==> src/rtl/assert_macros.svh <==
// ---------------------------------------------------------------------------
// Assertion macros shared by the RTL
// ---------------------------------------------------------------------------
`ifndef ASSERT_MACROS_SVH
`define ASSERT_MACROS_SVH

// Property checked on every rising edge, masked while reset is held
`define ASSERT_PROP(label, clk, rst_n, prop, msg) \
  label: assert property (@(posedge clk) disable iff (!rst_n) prop) \
    else $error(msg);

// Condition that must never be seen
`define ASSERT_NEVER(label, clk, rst_n, expr, msg) \
  `ASSERT_PROP(label, clk, rst_n, !(expr), msg)

`endif

==> src/rtl/ljp_pkg.sv <==
`timescale 1ns / 1ps
// ---------------------------------------------------------------------------
// ljp_pkg
// Shared constants, codes and types of the Lennard-Jones probe block.
// ---------------------------------------------------------------------------
package ljp_pkg;

  localparam int MAX_ATOMS_DEF = 512;

  // field widths
  localparam int COORD_W  = 16;
  localparam int HEIGHT_W = 15;
  localparam int INDEX_W  = 9;
  localparam int COUNT_W  = 10;
  localparam int COEFF_W  = 32;
  localparam int POT_W    = 32;
  localparam int IN_DATA_W  = 56;
  localparam int OUT_DATA_W = 32;
  localparam int WIDE_CNT_W = 17;  // holds any depth up to 65536

  // arithmetic
  localparam int Q840_W  = 48;
  localparam int HALF_W  = 24;
  localparam int PROD_W  = 96;
  localparam int FRAC_SH = 40;
  localparam int R2_W    = 35;
  localparam int ACC_W   = 52;
  localparam logic [Q840_W-1:0] Q840_MAX = {Q840_W{1'b1}};
  // r2 at or below this gives a reciprocal beyond Q8.40 range
  localparam logic [R2_W-1:0] RECIP_CLAMP_R2 = R2_W'(256);

  // configuration
  localparam int CFG_IDX_W = 2;
  localparam logic [CFG_IDX_W-1:0] CFG_COEFF_REP = 2'd0;
  localparam logic [CFG_IDX_W-1:0] CFG_COEFF_ATT = 2'd1;
  localparam logic [CFG_IDX_W-1:0] CFG_ATOM_CNT  = 2'd2;
  localparam logic [COEFF_W-1:0] COEFF_REP_RST = 32'd1579417600;
  localparam logic [COEFF_W-1:0] COEFF_ATT_RST = 32'd996147;
  localparam logic [COUNT_W-1:0] ATOM_CNT_RST  = 10'd512;

  // item kinds
  localparam logic FUNC_LOAD  = 1'b0;
  localparam logic FUNC_QUERY = 1'b1;

  typedef struct packed {
    logic              done;
    logic              sat;
    logic [Q840_W-1:0] inv;
  } recip_res_t;

  typedef struct packed {
    logic              done;
    logic              ovf;
    logic [Q840_W-1:0] val;
  } mul_res_t;

endpackage

==> src/rtl/ljp_mul.sv <==
`timescale 1ns / 1ps
// ---------------------------------------------------------------------------
// ljp_mul
// 48x48 multiply over four 24x24 passes, result >> 40 clamped to Q8.40.
// ---------------------------------------------------------------------------
module ljp_mul (
  input  logic                         clk,
  input  logic                         rst_n,
  input  logic                         start,
  input  logic [ljp_pkg::Q840_W-1:0]   a,
  input  logic [ljp_pkg::Q840_W-1:0]   b,
  output ljp_pkg::mul_res_t            res
);

  localparam int HW = ljp_pkg::HALF_W;
  localparam int PW = ljp_pkg::PROD_W;

  logic                        busy_r, busy_nxt;
  logic                        done_r, done_nxt;
  logic [1:0]                  k_r, k_nxt;
  logic [ljp_pkg::Q840_W-1:0]  a_r, a_nxt, b_r, b_nxt;
  logic [PW-1:0]               prod_r, prod_nxt;
  logic [HW-1:0]               a_part, b_part;
  logic [2*HW-1:0]             pp;
  logic [PW-1:0]               term;
  logic [PW-ljp_pkg::FRAC_SH-1:0] shifted;

  assign a_part = k_r[0] ? a_r[2*HW-1:HW] : a_r[HW-1:0];
  assign b_part = k_r[1] ? b_r[2*HW-1:HW] : b_r[HW-1:0];
  assign pp     = a_part * b_part;

  always_comb begin
    unique case (k_r)
      2'd0:    term = PW'(pp);
      2'd1,
      2'd2:    term = PW'(pp) << HW;
      2'd3:    term = PW'(pp) << (2 * HW);
      default: term = '0;
    endcase
  end

  always_comb begin
    busy_nxt = busy_r;
    done_nxt = 1'b0;
    k_nxt    = k_r;
    a_nxt    = a_r;
    b_nxt    = b_r;
    prod_nxt = prod_r;
    if (start) begin
      busy_nxt = 1'b1;
      k_nxt    = '0;
      a_nxt    = a;
      b_nxt    = b;
      prod_nxt = '0;
    end else if (busy_r) begin
      prod_nxt = prod_r + term;
      k_nxt    = k_r + 1'b1;
      if (k_r == 2'd3) begin
        busy_nxt = 1'b0;
        done_nxt = 1'b1;
      end
    end
  end

  always_ff @(posedge clk) begin
    if (!rst_n) begin
      busy_r <= 1'b0;
      done_r <= 1'b0;
    end else begin
      busy_r <= busy_nxt;
      done_r <= done_nxt;
    end
    k_r    <= k_nxt;
    a_r    <= a_nxt;
    b_r    <= b_nxt;
    prod_r <= prod_nxt;
  end

  assign shifted  = prod_r[PW-1:ljp_pkg::FRAC_SH];
  assign res.done = done_r;
  assign res.ovf  = |shifted[PW-ljp_pkg::FRAC_SH-1:ljp_pkg::Q840_W];
  assign res.val  = res.ovf ? ljp_pkg::Q840_MAX : shifted[ljp_pkg::Q840_W-1:0];

endmodule

==> config.mk <==
export PLATFORM = sky130hd
export DESIGN_NAME = ljp_mul
export DESIGN_NICKNAME = d
export VERILOG_FILES = /design/src/rtl/assert_macros.svh /design/src/rtl/ljp_pkg.sv /design/src/rtl/ljp_mul.sv
export SDC_FILE = /design/constraint.sdc
export NUM_CORES = 2
export LEC_CHECK = 0
export ABC_AREA = 1
export BUFFER_PORTS_ARGS = -buffer_cell sky130_fd_sc_hd__buf_2
export CORE_ASPECT_RATIO = 1.25
export CORE_MARGIN = 2
export CORE_UTILIZATION = 60
export DETAILED_ROUTE_END_ITERATION = 8
export PLACE_DENSITY = 0.78
export SLEW_MARGIN = 20
export SYNTH_ARGS = -nofsm -noshare
export SYNTH_HDL_FRONTEND = slang
export SYNTH_SLANG_ARGS = --single-unit
==> constraint.sdc <==
create_clock -name clk -period 17.74 [get_ports clk]
set_input_delay 2.661 -clock clk [delete_from_list [all_inputs] [get_ports clk]]
set_output_delay 2.661 -clock clk [all_outputs]
set_load 0.005 [all_outputs]
==> impl_metrics.toml <==
[sta]
fin_hold_ws_ps = 522
slew_viol_final = 0
worst_slew_pin_slew_ps = 1220
rsz0062_at_grt = "false"
finalCritPeriodShare_pct = 71.5
setup_viol = 0
fmax_mhz = 78.9
slew_headroom_pct = 18.9
hold_violations = 0
finalCriticalPeriod_ps = 12680
fin_skew_ps = 19.4
setup_tns_ps = 0

[setup_path]
r2r_end = "prod_r[79]"
cp_top_family = "adder cells"
r2r_cells = 42
cp.required_ps = 18210
startpoint = "k_r[0]"
slowest_stage = "xnor2_1"
cp-end-kind = "flip-flop"
cp_max_fo = 27
critPathBufInv = 11
crit_cells = 42
r2r_start = "k_r[0]"
r2r_setup_slack_ps = 5060
worstPathArrival_ps = 13140
cp_slowest_stage_delay_ps = 940
critical-path-top-cell-by-count = "inv_1"
crit_type = "flip-flop to flip-flop"
crit_end = "prod_r[79]"
crit_path_start_kind = "flip-flop"

[synthesis]
synth_edf_count = 96
yosysWarnings = 0
synthArstFlopShare_pct = 0
synth_seq_cells = 196
syn_area_mm2 = 0.0358
synth_cell_type_count = 58
ys.flop_type = "dfxtp_1"
avgSynthCellArea_um2 = 7.02
ys_seq_area_share_pct = 13.6
synth_top_area_cell = "fa_1"
synthCells = 5101
synth.area.top_cells = "fa_1 27%, inv_1 12%, nand2_1 11%"
syn-num-nets = 5954
netlist.area_leader.share_pct = 27.0

[cts]
htree_num_levels = 4
cts.clk_slew.worst_paths_ps = 80
insertion_delay_ps = 530
cts_hold_buf = 0
cts_tree = "done"
post_cts_resized = 0
cts.path.max_buffers = 2
cts_root_buf = "clkbuf_16"
cts_setup_buffers = 0
cts_num_sinks = 196
cts_buffers = 17

[global_routing]
grt_pass1_vias = 37000
gr-usage-all-layers_pct = 48.8
grt_pass1_wl_um = 221000
grt_max_degree = 92
gr-total-overflow = 0
antenna_found_initial = 3

[routing]
vias = 35200
routedWlPerCell_um = 24.6
firstDrtPassIters = 9
wirelength_um = 147000
remaining_drc_errors = 0
first_iter_violations = 3199
drt.antenna.violating_nets = 0
vias_per_cell = 5.89

[die]
die_h_um = 277
rows = 100
initial_core_util_pct = 60.4
io_pins = 149
die-area_mm2 = 0.0617
die_w_um = 223
core-area_mm2 = 0.0593

[run_status]
status = "finished, final reports clean"

[hold_path]
min_path_type = "flip-flop to flip-flop"
hold_depth = 2

[placement]
numPortBuffers = 148
place_congestion = 1.08
place_area_mm2 = 0.0374
post-dp-hpwl_um = 119000

[finish]
drive_gt1_share_pct = 7.74
design_area_mm2 = 0.0381
syn_to_final_growth_pct = 6.35
layout.nets = 6045

[job]
maxCapViolCount = 0
==> cells in the final DEF, fill, tap and decap left out, drive strengths merged, types with 11 or more instances in the layout <==
| master | n |
|---|---|
| a21boi | 11 |
| a21oi | 264 |
| buf | 210 |
| clkbuf | 18 |
| clkinv | 13 |
| dfxtp | 100 |
| edfxtp | 96 |
| fa | 483 |
| ha | 271 |
| inv | 1177 |
| nand2 | 1048 |
| nand3 | 126 |
| nand4 | 31 |
| nor2 | 788 |
| nor3 | 28 |
| o21a | 12 |
| o21ai | 263 |
| o21bai | 36 |
| o22ai | 32 |
| or2 | 63 |
| xnor2 | 24 |
| xor2 | 50 |
==> worst min path at each step <==
stage                     from         end  slack (ps)
finish               prod_r[0]   prod_r[0]         520
global route        prod_r[37]  prod_r[37]         550
CTS                 prod_r[37]  prod_r[37]         510
detailed placement  prod_r[37]  prod_r[37]         480
global placement    prod_r[37]  prod_r[37]         470
floorplan           prod_r[24]  prod_r[24]         460
==> cells by family (layout without fill, tap and decap cells) <==
logic type               after synthesis  in the layout  synth area share, %
AND/OR/NAND/NOR                     2107           2107                 24.0
buffers and inverters               1317           1421                 13.9
AO/OA/AOI/OAI                        652            652                 10.2
other                                  0              3                    0
multiplexers                           1              1               0.0280
flip-flops                           196            196                 13.6
adder cells (fa/ha/maj)              754            754                 36.5
XOR/XNOR                              74             74                 1.81
==> per-layer routing <==
layer	wire (um)	global-route usage, %	vias up	share of wire [%]
li1	-	-	15600	-
met1	45600	48.7	16500	31
met2	69100	81.1	2174	47
met3	13000	11.5	913	8.8
met4	19200	50.5	2	13
met5	19	0.0787	-	0.013
==> worst min-delay path: stages, from the launching register on <==
cell and delay (ps):
dfxtp_1 340, o21ai_0 80, nor2_1 70
==> registers in the layout (all words and copies together) (netlist names) <==
signal  cells
busy_r      1
k_r         2
a_r        48
b_r        48
done_r      1
prod_r     96
==> cell type report <==
type	count	area, um^2
Multi-Input combinational cell	3588	26000
Fill cell	5345	21200
Sequential cell	196	4890
Inverter	1179	4430
Timing Repair Buffer	210	1210
Tap cell	765	957
Clock buffer	18	429
Clock inverter	14	200
Antenna cell	3	7.51
==> cell usage after synthesis, drive strengths merged, types with 20 or more instances <==
master and instances:
o21bai 36, o22ai 32, or2 63, nand2 1048, nor2 788, ha 271, a21oi 264, fa 483
nand3 126, clkbuf 116, edfxtp 96, nor3 28, xor2 50, buf 20, xnor2 24, nand4 31
inv 1169, o21ai 263, dfxtp 100
==> stage by stage <==
stage / setup WS (ps) / utilization, % / std cells
global route: 4800 / 64.2 / 5971
CTS: 6160 / 64.2 / 5970
global placement: 6260 / 63.1 / 5938
floorplan: 9350 / - / 5101
detailed placement: 6200 / 63.1 / 5938
finish: 5060 / 64.2 / 5973
Power is not shown: default switching activity piles up to over one toggle a cycle in this logic, so the estimate is an artifact.
