**src/rtl/assert_macros.svh**
```systemverilog
// ---------------------------------------------------------------------------
// Assertion macros shared by the RTL
// ---------------------------------------------------------------------------
`ifndef ASSERT_MACROS_SVH
`define ASSERT_MACROS_SVH

// Property checked on every rising edge, masked while reset is held
`define ASSERT_PROP(label, clk, rst_n, prop, msg) \
  label: assert property (@(posedge clk) disable iff (!rst_n) prop) \
    else $error(msg);

// Condition that must never be seen
`define ASSERT_NEVER(label, clk, rst_n, expr, msg) \
  `ASSERT_PROP(label, clk, rst_n, !(expr), msg)

`endif

```
**src/rtl/ljp_pkg.sv**
```systemverilog
`timescale 1ns / 1ps
// ---------------------------------------------------------------------------
// ljp_pkg
// Shared constants, codes and types of the Lennard-Jones probe block.
// ---------------------------------------------------------------------------
package ljp_pkg;

  localparam int MAX_ATOMS_DEF = 512;

  // field widths
  localparam int COORD_W  = 16;
  localparam int HEIGHT_W = 15;
  localparam int INDEX_W  = 9;
  localparam int COUNT_W  = 10;
  localparam int COEFF_W  = 32;
  localparam int POT_W    = 32;
  localparam int IN_DATA_W  = 56;
  localparam int OUT_DATA_W = 32;
  localparam int WIDE_CNT_W = 17;  // holds any depth up to 65536

  // arithmetic
  localparam int Q840_W  = 48;
  localparam int HALF_W  = 24;
  localparam int PROD_W  = 96;
  localparam int FRAC_SH = 40;
  localparam int R2_W    = 35;
  localparam int ACC_W   = 52;
  localparam logic [Q840_W-1:0] Q840_MAX = {Q840_W{1'b1}};
  // r2 at or below this gives a reciprocal beyond Q8.40 range
  localparam logic [R2_W-1:0] RECIP_CLAMP_R2 = R2_W'(256);

  // configuration
  localparam int CFG_IDX_W = 2;
  localparam logic [CFG_IDX_W-1:0] CFG_COEFF_REP = 2'd0;
  localparam logic [CFG_IDX_W-1:0] CFG_COEFF_ATT = 2'd1;
  localparam logic [CFG_IDX_W-1:0] CFG_ATOM_CNT  = 2'd2;
  localparam logic [COEFF_W-1:0] COEFF_REP_RST = 32'd1579417600;
  localparam logic [COEFF_W-1:0] COEFF_ATT_RST = 32'd996147;
  localparam logic [COUNT_W-1:0] ATOM_CNT_RST  = 10'd512;

  // item kinds
  localparam logic FUNC_LOAD  = 1'b0;
  localparam logic FUNC_QUERY = 1'b1;

  typedef struct packed {
    logic              done;
    logic              sat;
    logic [Q840_W-1:0] inv;
  } recip_res_t;

  typedef struct packed {
    logic              done;
    logic              ovf;
    logic [Q840_W-1:0] val;
  } mul_res_t;

endpackage

```
**src/rtl/ljp_recip.sv**
```systemverilog
`timescale 1ns / 1ps
// ---------------------------------------------------------------------------
// ljp_recip
// Bit-serial restoring divider: floor(2^56 / r2) in Q8.40, one bit a cycle.
// ---------------------------------------------------------------------------
module ljp_recip (
  input  logic                        clk,
  input  logic                        rst_n,
  input  logic                        start,
  input  logic [ljp_pkg::R2_W-1:0]    r2,
  output ljp_pkg::recip_res_t         res
);

  localparam int CW = $clog2(ljp_pkg::Q840_W);

  logic                         busy_r, busy_nxt;
  logic                         done_r, done_nxt;
  logic                         sat_r, sat_nxt;
  logic [CW-1:0]                cnt_r, cnt_nxt;
  logic [ljp_pkg::R2_W-1:0]     d_r, d_nxt;
  logic [ljp_pkg::R2_W-1:0]     rem_r, rem_nxt;
  logic [ljp_pkg::Q840_W-1:0]   q_r, q_nxt;
  logic [ljp_pkg::R2_W:0]       trial;
  logic                         ge;

  assign trial = {rem_r, 1'b0};
  assign ge    = trial >= {1'b0, d_r};

  always_comb begin
    busy_nxt = busy_r;
    done_nxt = 1'b0;
    sat_nxt  = sat_r;
    cnt_nxt  = cnt_r;
    d_nxt    = d_r;
    rem_nxt  = rem_r;
    q_nxt    = q_r;
    if (start) begin
      d_nxt = r2;
      if (r2 <= ljp_pkg::RECIP_CLAMP_R2) begin
        // zero or tiny distance: clamp straight away
        done_nxt = 1'b1;
        sat_nxt  = 1'b1;
        q_nxt    = ljp_pkg::Q840_MAX;
      end else begin
        // upper quotient bits are zero; remainder after them is 2^8
        busy_nxt = 1'b1;
        sat_nxt  = 1'b0;
        rem_nxt  = ljp_pkg::RECIP_CLAMP_R2;
        cnt_nxt  = CW'(ljp_pkg::Q840_W - 1);
      end
    end else if (busy_r) begin
      rem_nxt = ge ? ljp_pkg::R2_W'(trial - {1'b0, d_r}) : ljp_pkg::R2_W'(trial);
      q_nxt   = {q_r[ljp_pkg::Q840_W-2:0], ge};
      cnt_nxt = cnt_r - 1'b1;
      if (cnt_r == '0) begin
        busy_nxt = 1'b0;
        done_nxt = 1'b1;
      end
    end
  end

  always_ff @(posedge clk) begin
    if (!rst_n) begin
      busy_r <= 1'b0;
      done_r <= 1'b0;
    end else begin
      busy_r <= busy_nxt;
      done_r <= done_nxt;
    end
    sat_r <= sat_nxt;
    cnt_r <= cnt_nxt;
    d_r   <= d_nxt;
    rem_r <= rem_nxt;
    q_r   <= q_nxt;
  end

  assign res.done = done_r;
  assign res.sat  = sat_r;
  assign res.inv  = q_r;

endmodule

```
**config.mk**
```make
export PLATFORM = sky130hd
export DESIGN_NAME = ljp_recip
export DESIGN_NICKNAME = d
export VERILOG_FILES = /design/src/rtl/assert_macros.svh /design/src/rtl/ljp_pkg.sv /design/src/rtl/ljp_recip.sv
export SDC_FILE = /design/constraint.sdc
export NUM_CORES = 1
export LEC_CHECK = 0
export BUFFER_PORTS_ARGS = -buffer_cell sky130_fd_sc_hd__buf_2
export CAP_MARGIN = 20
export CELL_PAD_IN_SITES_DETAIL_PLACEMENT = 0
export CELL_PAD_IN_SITES_GLOBAL_PLACEMENT = 1
export CORE_MARGIN = 10
export CORE_UTILIZATION = 44
export DETAILED_ROUTE_END_ITERATION = 8
export GPL_TIMING_DRIVEN = 0
export PLACE_DENSITY = 0.73
export SYNTH_ARGS = -nofsm -noshare
export SYNTH_HDL_FRONTEND = slang
export SYNTH_SLANG_ARGS = --single-unit
```
**constraint.sdc**
```tcl
create_clock -name clk -period 3.4 [get_ports clk]
set_input_delay 0 -clock clk [delete_from_list [all_inputs] [get_ports clk]]
set_output_delay 0 -clock clk [all_outputs]
set_load 0.03 [all_outputs]
```
==> results of run 1 <==
==> state kept, by name (all words and copies together) (netlist names) <==
register and flops:
done_r 1, d_r 35, rem_r 35, cnt_r 6, busy_r 1, sat_r 1
q_r 48
==> worst register-to-register path, stage by stage (launching register included) <==
cell and delay [ps]:
edfxtp_1 400, ha_1 390, a21oi_1 260, a211oi_1 150, o211ai_2 230, nand2_1 180
nand4bb_1 230, a21o_1 210, o311ai_0 530, a2111o_1 240, nand4_1 90
==> logic make-up after synthesis <==
| kind of cell | count (synthesis) |
|---|---|
| AOI/OAI and AO/OA | 127 |
| xor gates and xnor gates | 29 |
| adders and majority gates | 38 |
| muxes | 25 |
| and+or+nand+nor | 204 |
| DFF | 127 |
| buffers and inverters | 76 |
==> cell usage after synthesis, drive strengths merged, types with 2 or more instances <==
master,number
a2111oi,2
a211oi,5
a21boi,5
a21o,10
a21oi,48
a311oi,2
a31oi,3
and2,2
and3,3
buf,15
clkbuf,10
dfxtp,2
edfxtp,125
ha,37
inv,51
mux2i,25
nand2,40
nand2b,12
nand3,9
nand3b,4
nand4,9
nor2,51
nor3,11
nor4,9
o2111ai,2
o21a,4
o21ai,21
o21bai,10
o221ai,2
o311ai,2
o31ai,2
or2,47
xnor2,16
xor2,13
==> per-layer routing <==
| metal | global-route usage [%] | vias up | wire [µm] |
|---|---|---|---|
| li1 | - | 2566 | - |
| met1 | 20.2 | 2519 | 7930 |
| met2 | 26.8 | 102 | 8390 |
| met3 | 4.54 | 15 | 735 |
| met4 | 4.35 | 0 | 187 |
| met5 | 0 | - | 0 |
==> how the worst min path moves through the flow <==
stage               startpoint      end  cells after the start
floorplan                r2[0]   d_r[0]                      0
global route            r2[12]  d_r[12]                      2
detailed placement       r2[3]   d_r[3]                      1
global placement        r2[11]  d_r[11]                      1
finish                   start   d_r[7]                      1
CTS                      r2[3]   d_r[3]                      2
==> power groups by stage <==
stage / Clock, mW / Combinational [mW] / Sequential [mW]
6_report: 1.84 / 2.67 / 2.15
5_1_grt: 1.94 / 2.96 / 2.18
4_1_cts: 1.88 / 2.65 / 2.15
3_5_place_dp: 0 / 2.57 / 2.19
3_3_place_gp: 0 / 2.54 / 2.18
2_1_floorplan: 0 / 1.99 / 2.18
==> repair_timing <==
| action | 4_1_cts | 5_1_grt |
|---|---|---|
| resized for setup | 0 | 2 |
| setup endpoints to repair | 1 | 26 |
| endpoints found under the hold margin | 38 | 0 |
| pin swaps | 1 | 1 |
| hold buffers | 36 | 0 |
| setup buffers | 2 | 0 |
==> area by class of cell <==
cell class	count	area, µm²
buffer	25	154
clock buffer	17	425
clock inverter	15	164
fill	1391	7000
inverter	51	191
multi-input combinational	423	2920
sequential	127	3790
tap	216	270
timing repair buffer	127	851
==> results.cfg, run 1 <==
[power]
switchingPower_mw = 2.46
p_comb_share_pct = 40.0
swShare_pct = 36.9
total_power_mw = 6.66
power.share.clock_pct = 27.6
vdd_ir_drop_max_mv = 0.416
power_density_nw_per_um2 = 759
leakage_nw = 3.61
seqPwrFrac_pct = 32.3
internal_power_mw = 4.20

[floorplanning]
rows = 46
die_area_um2 = 21500
io_pins = 88
core_um2 = 15800
die_h_um = 147
die_w_um = 147
start_util_pct = 44.7

[grt]
antenna_found_initial = 0
grt_use_total_pct = 16.1
first_global_vias = 5343
grt_max_degree = 38
grt-ovfl-total = 0
grt_pass1_wl_um = 27800

[routing]
drc = 0
dr_total_vias = 5202
routed_wl_um = 17200
wl_per_cell_um = 17.2
first_pass_iters = 5
drt_iter0_drc = 334
viasPerCell = 5.20
drtAntennaViolNets = 0

[sta]
drv_slew = 0
slew_headroom_pct = 34.9
tns_ps = 0
fmax_mhz = 315
finalWorstSetupSlack_ps = 223
rsz0062_at_grt = no
skew_ps = 10.3
fin_crit_sh_pct = 93.4
whs_ps = 289
setup_viol = 0
hold_viol_final = 0
period_needed_ps = 3180
tightest_slew_ps = 977

[clock_network]
clkSlewWorstSetupHoldPaths_ps = 60
clk_latency_ps = 430
cts.sinks = 127
cts_made_buffers = 17
cts_tree = yes
clockRootBuffer = clkbuf_16
clk_path_buf_depth = 2
htree_levels = 4

[yosys]
synth_xor_area_share_pct = 3.60
yosys_warnings = 0
ys_seq_elements = 127
synth_edf_count = 125
synthDistinctLibCells = 67
synthFlopType = edfxtp_1
synth_top_area_share_pct = 53.3
muxShareOfSynthArea_pct = 3.55
syn_nets = 702
synth_compound_area_share_pct = 12.2
syn-mean-instance-area_um2 = 11.3
synthArstFlopShare_pct = 0
synth_area_um2 = 7050
yosys.area.top_type = edfxtp_1
yosysSeqAreaShare_pct = 53.8
synthCells = 626
synth.area.top_cells = edfxtp_1 53%, ha_1 6.6%, or2_2 4.2%
synthSimpleGateAreaFrac_pct = 15.1
synth_top_family_by_area = simple AND/OR/NAND/NOR gates
synth_fa_ha_area_share_pct = 6.85

[setup_path]
worstSetupStartpoint = rem_r[1]
required_ps = 3560
critPathKind = flop to flop
endpoint = rem_r[33]
r2r-end = rem_r[33]
crit_fanout = 5
crit_arrival_ps = 3340
crit_chain = ha_1 > a21oi_1 > a211oi_1 > o211ai_2 > nand2_1 > nand4bb_1 > a21o_1 > o311ai_0 > a2111o_1 > nand4_1
cpPeakStageDelay_ps = 530
r2r_slack_ps = 220
r2r-start = rem_r[1]
path_depth = 10
crit_buf_inv = 0
cpMaxStageDelayCell = o311ai_0
critPathCaptureType = flop
reg2regPathDepth = 10
path_delay_family = compound AO/OA/AOI/OAI gates
start_kind = flop

[final_layout]
area.growth.synth_to_final_pct = 24.5
final_cell_area_um2 = 8770
final_common_cell = edfxtp_1
nNetsFinal = 848
fin_cells = 1001
final_cell_mix = 125 x edfxtp_1, 92 x buf_2, 51 x inv_1, 51 x nor2_1, 47 x or2_2
antenna_cells = 0
utilization_pct = 55.6
drive_gt1_share_pct = 26.2

[placement]
place_inst = 931
place_hpwl_um = 12300
place_congestion = 0.890
portBuffers = 87
dp_slack_ps = -13.2
placed_cell_area_um2 = 7800

[job]
maxCapViolations = 0

[run_status]
status = finished, final reports clean

[hold_path]
hold_class = primary input to flop
(Power assumes the default switching activity.)
==> run 2, diff against run 1 <==
==> constraint.sdc (replaced) <==
create_clock -name clk -period 3.4 [get_ports clk]
set_input_delay 0.34 -clock clk [delete_from_list [all_inputs] [get_ports clk]]
set_output_delay 0.34 -clock clk [all_outputs]
set_load 0.03 [all_outputs]
==> results.cfg, run 2 (synthesis results as in run 1) <==
[run_status]
status = finished, final reports clean

[clock_network]
clockRootBuffer = clkbuf_16
clk_latency_ps = 430
clk_path_buf_depth = 2
cts.sinks = 127
htree_levels = 4
cts_made_buffers = 17
cts_tree = yes
clkSlewWorstSetupHoldPaths_ps = 60

[final_layout]
final_cell_area_um2 = 8410
drive_gt1_share_pct = 27.5
fill_cells = 1433
final_common_cell = edfxtp_1
antenna_cells = 0
top_register = q_r
final_cell_mix = 125 x edfxtp_1, 92 x buf_2, 51 x inv_1, 51 x nor2_1, 47 x or2_2
area.growth.synth_to_final_pct = 19.4
largestRegisters = q_r x48, d_r x35, rem_r x35
largest_reg_flops = 48
nNetsFinal = 812

[placement]
dp_slack_ps = -13.2
place_hpwl_um = 12300
placed_cell_area_um2 = 7800
place_congestion = 0.890
portBuffers = 87

[floorplanning]
io_pins = 88
start_util_pct = 44.7
die_w_um = 147
die_area_um2 = 21500
die_h_um = 147
rows = 46
core_um2 = 15800

[routing]
routed_wl_um = 16800
viasPerCell = 5.22
dr_total_vias = 5041
wl_per_cell_um = 17.4
first_pass_iters = 4
drtAntennaViolNets = 0
drc = 0
drt_iter0_drc = 320

[setup_path]
start_kind = flop
critPathKind = flop to flop
cpPeakStageDelay_ps = 530
path_delay_family = compound AO/OA/AOI/OAI gates
reg2regPathDepth = 10
critPathCaptureType = flop
r2r_slack_ps = 230
crit_arrival_ps = 3330
r2r-end = rem_r[33]
cpMaxStageDelayCell = o311ai_0
crit_chain = ha_1 > a21oi_1 > a211oi_1 > o211ai_2 > nand2_1 > nand4bb_1 > a21o_1 > o311ai_0 > a2111o_1 > nand4_1
crit_buf_inv = 0
crit_fanout = 5
r2r-start = rem_r[1]
required_ps = 3560

[grt]
first_global_vias = 5180
gr-usage-met3_pct = 4.70
grt_use_total_pct = 15.8
grt.busiest_layer = met2
antenna_found_initial = 0
grt_pass1_wl_um = 27100
grt_max_degree = 38
met2_usage_pct = 26.1
use_met1_pct = 19.6
grt-ovfl-total = 0

[power]
leakage_nw = 3.46
power_density_nw_per_um2 = 787
vdd_ir_drop_max_mv = 0.417
total_power_mw = 6.62

[sta]
rsz0062_at_grt = no
period_needed_ps = 3170
slew_headroom_pct = 36.3
fin_crit_sh_pct = 93.2
finalWorstSetupSlack_ps = 231
tightest_slew_ps = 956
tns_ps = 0
hold_viol_final = 0
fmax_mhz = 316
skew_ps = 9.26
setup_viol = 0
drv_slew = 0

[hold_path]
min_path_cells = 1
hold_class = primary input to flop
whs_endpoint = d_r[3]
hp-start = r2[3]

[job]
maxCapViolations = 0
## run 2: changes by cell type in the layout (fill, tap and decap cells not counted)
| cell | change |
|---|---|
| dlygate4sd3_1 | -36 |
## run 2: metrics by stage
stage / util (%) / hold slack, ps / std cells
2_1_floorplan: - / 439 / 626
3_3_place_gp: 49.2 / 484 / 929
3_5_place_dp: 49.4 / 503 / 931
4_1_cts: 53.3 / 84.7 / 965
5_1_grt: 53.3 / 86.5 / 965
6_report: 53.3 / 102 / 965
## run 2: routing by layer
metal / vias up / routed length [µm]
met5: - / 0
met4: 0 / 205
met3: 19 / 784
met2: 90 / 8130
met1: 2440 / 7710
li1: 2492 / -
## run 2: layout make-up
cell class	count	area, µm²	area share (%)
buffer	25	154	1.83
multi-input combinational	423	2920	34.8
clock buffer	17	425	5.06
tap	216	270	3.21
clock inverter	15	164	1.95
timing repair buffer	91	490	5.83
inverter	51	191	2.28
sequential	127	3790	45.1
## run 2: power breakdown
group / internal (mW) / leakage (nW) / switching [mW] / total [mW]
Sequential: 2.04 / 1.21 / 0.116 / 2.15
Combinational: 1.09 / 1.96 / 1.54 / 2.63
Clock: 1.05 / 0.295 / 0.793 / 1.84
## run 2: worst max path at each step
stage | start | endpoint | slack, ps | depth (start not counted)
global route | rem_r[1] | rem_r[33] | 40 | 10
floorplan | d_r[0] | rem_r[1] | 660 | 12
finish | rem_r[1] | rem_r[33] | 230 | 10
global placement | start | rem_r[19] | -260 | 5
detailed placement | d_r[0] | rem_r[1] | -10 | 12
CTS | d_r[0] | rem_r[32] | 170 | 12
## run 2: repair_timing
action	CTS	global route
pin swaps	1	1
buffers inserted	2	0
hold buffers	0	0
gates resized for setup	0	2
setup endpoints to repair	1	26
==> run 3, diff against run 2 <==
- PLACE_DENSITY: 0.73 -> 0.81
==> results.cfg, run 3 (synthesis results as in run 1) <==
[sta]
setup_viol = 0
tns_ps = 0
finalWorstSetupSlack_ps = 219
period_needed_ps = 3180
fmax_mhz = 314
slew_headroom_pct = 36.5
skew_ps = 12.2
drv_slew = 0
fin_crit_sh_pct = 93.6
hold_viol_final = 0
rsz0062_at_grt = no
tightest_slew_ps = 952

[routing]
routed_wl_um = 16600
drt_iter0_drc = 299
drtAntennaViolNets = 0
viasPerCell = 5.30
drc = 0
wl_per_cell_um = 17.2
first_pass_iters = 5
dr_total_vias = 5122

[final_layout]
largestRegisters = q_r x48, d_r x35, rem_r x35
final_common_cell = edfxtp_1
antenna_cells = 0
top_register = q_r
drive_gt1_share_pct = 27.5
area.growth.synth_to_final_pct = 19.5
largest_reg_flops = 48
fin_cells = 966
fill_cells = 1401
final_cell_mix = 125 x edfxtp_1, 92 x buf_2, 51 x inv_1, 51 x nor2_1, 47 x or2_2
nNetsFinal = 813

[grt]
grt-ovfl-total = 0
grt_max_degree = 38
grt_use_total_pct = 15.7
grt_pass1_wl_um = 27100
antenna_found_initial = 0
first_global_vias = 5298

[setup_path]
r2r_slack_ps = 220
crit_arrival_ps = 3340
worstSetupStartpoint = d_r[0]
critPathKind = flop to flop
critPathCaptureType = flop
r2r-end = rem_r[32]
crit_fanout = 10
start_kind = flop
r2r-start = d_r[0]
endpoint = rem_r[32]
required_ps = 3560
reg2regPathDepth = 12

[floorplanning]
io_pins = 88
die_area_um2 = 21500
die_w_um = 147
rows = 46
die_h_um = 147
start_util_pct = 44.7
core_um2 = 15800

[run_status]
status = finished, final reports clean

[placement]
place_inst = 931
portBuffers = 87
place_congestion = 0.919
place_hpwl_um = 12100
dp_slack_ps = -80.6

[clock_network]
htree_levels = 4
cts_tree = yes
cts_made_buffers = 17
cts.sinks = 127
clockRootBuffer = clkbuf_16
clk_path_buf_depth = 2
clkSlewWorstSetupHoldPaths_ps = 70
clk_latency_ps = 440
cts_hold_buf = 0

[power]
vdd_ir_drop_max_mv = 0.435
power_density_nw_per_um2 = 783
leakage_nw = 3.46

[job]
maxCapViolations = 0

[hold_path]
hold_class = primary input to flop
min_path_cells = 1
==> run 3: final cells by class <==
| cell class | instances | area, µm² | area share, % |
|---|---|---|---|
| sequential | 127 | 3790 | 45.0 |
| timing repair buffer | 92 | 505 | 6.00 |
| clock buffer | 17 | 425 | 5.05 |
| tap | 216 | 270 | 3.21 |
| multi-input combinational | 423 | 2920 | 34.6 |
| buffer | 25 | 154 | 1.83 |
| clock inverter | 15 | 166 | 1.98 |
| inverter | 51 | 191 | 2.27 |
==> run 3: what timing repair did <==
item | CTS | global route
pin swaps | 1 | 1
endpoints found under the setup margin | 1 | 25
buffers inserted | 2 | 1
resized for setup | 0 | 1
==> run 3: metal layers <==
metal | track usage (%) | routed length (µm) | vias up
met5 | 0 | 0 | -
li1 | - | - | 2488
met1 | 19.3 | 7430 | 2470
met4 | 6.26 | 423 | 0
met3 | 4.67 | 977 | 32
met2 | 25.3 | 7790 | 132
==> run 3: how the worst min path moves through the flow <==
stage | startpoint | end | slack (ps)
final | r2[23] | d_r[23] | 90
after floorplan | r2[0] | d_r[0] | 440
after CTS | r2[4] | d_r[4] | 90
after detailed placement | busy_r | busy_r | 510
after global placement | busy_r | busy_r | 480
after global routing | r2[30] | d_r[30] | 90
==> run 3: worst max-delay path: stages (launching register included) <==
cell,delay (ps)
edfxtp_1,380
inv_1,100
fa_1,470
a21oi_2,230
o221ai_2,200
a21oi_2,230
nand2_2,120
a41oi_1,240
o21ba_1,200
o2111ai_2,210
buf_2,260
mux2i_1,190
nor2_1,70
==> run 3: power by group <==
group	total, mW	internal, mW	switching [mW]
registers	2.16	2.04	0.121
logic	2.62	1.10	1.52
clock network	1.82	0.986	0.837
==> run 3: per-stage QoR <==
stage               total power [mW]  utilization, %  hold WS (ps)  area [µm²]
floorplan                       4.17               -           439        7050
global placement                4.69            49.2           482        7750
detailed placement              4.74            49.5           511        7800
CTS                             6.60            53.3          88.1        8410
global route                    7.02            53.4          88.4        8420
finish                          6.60            53.4          94.1        8420
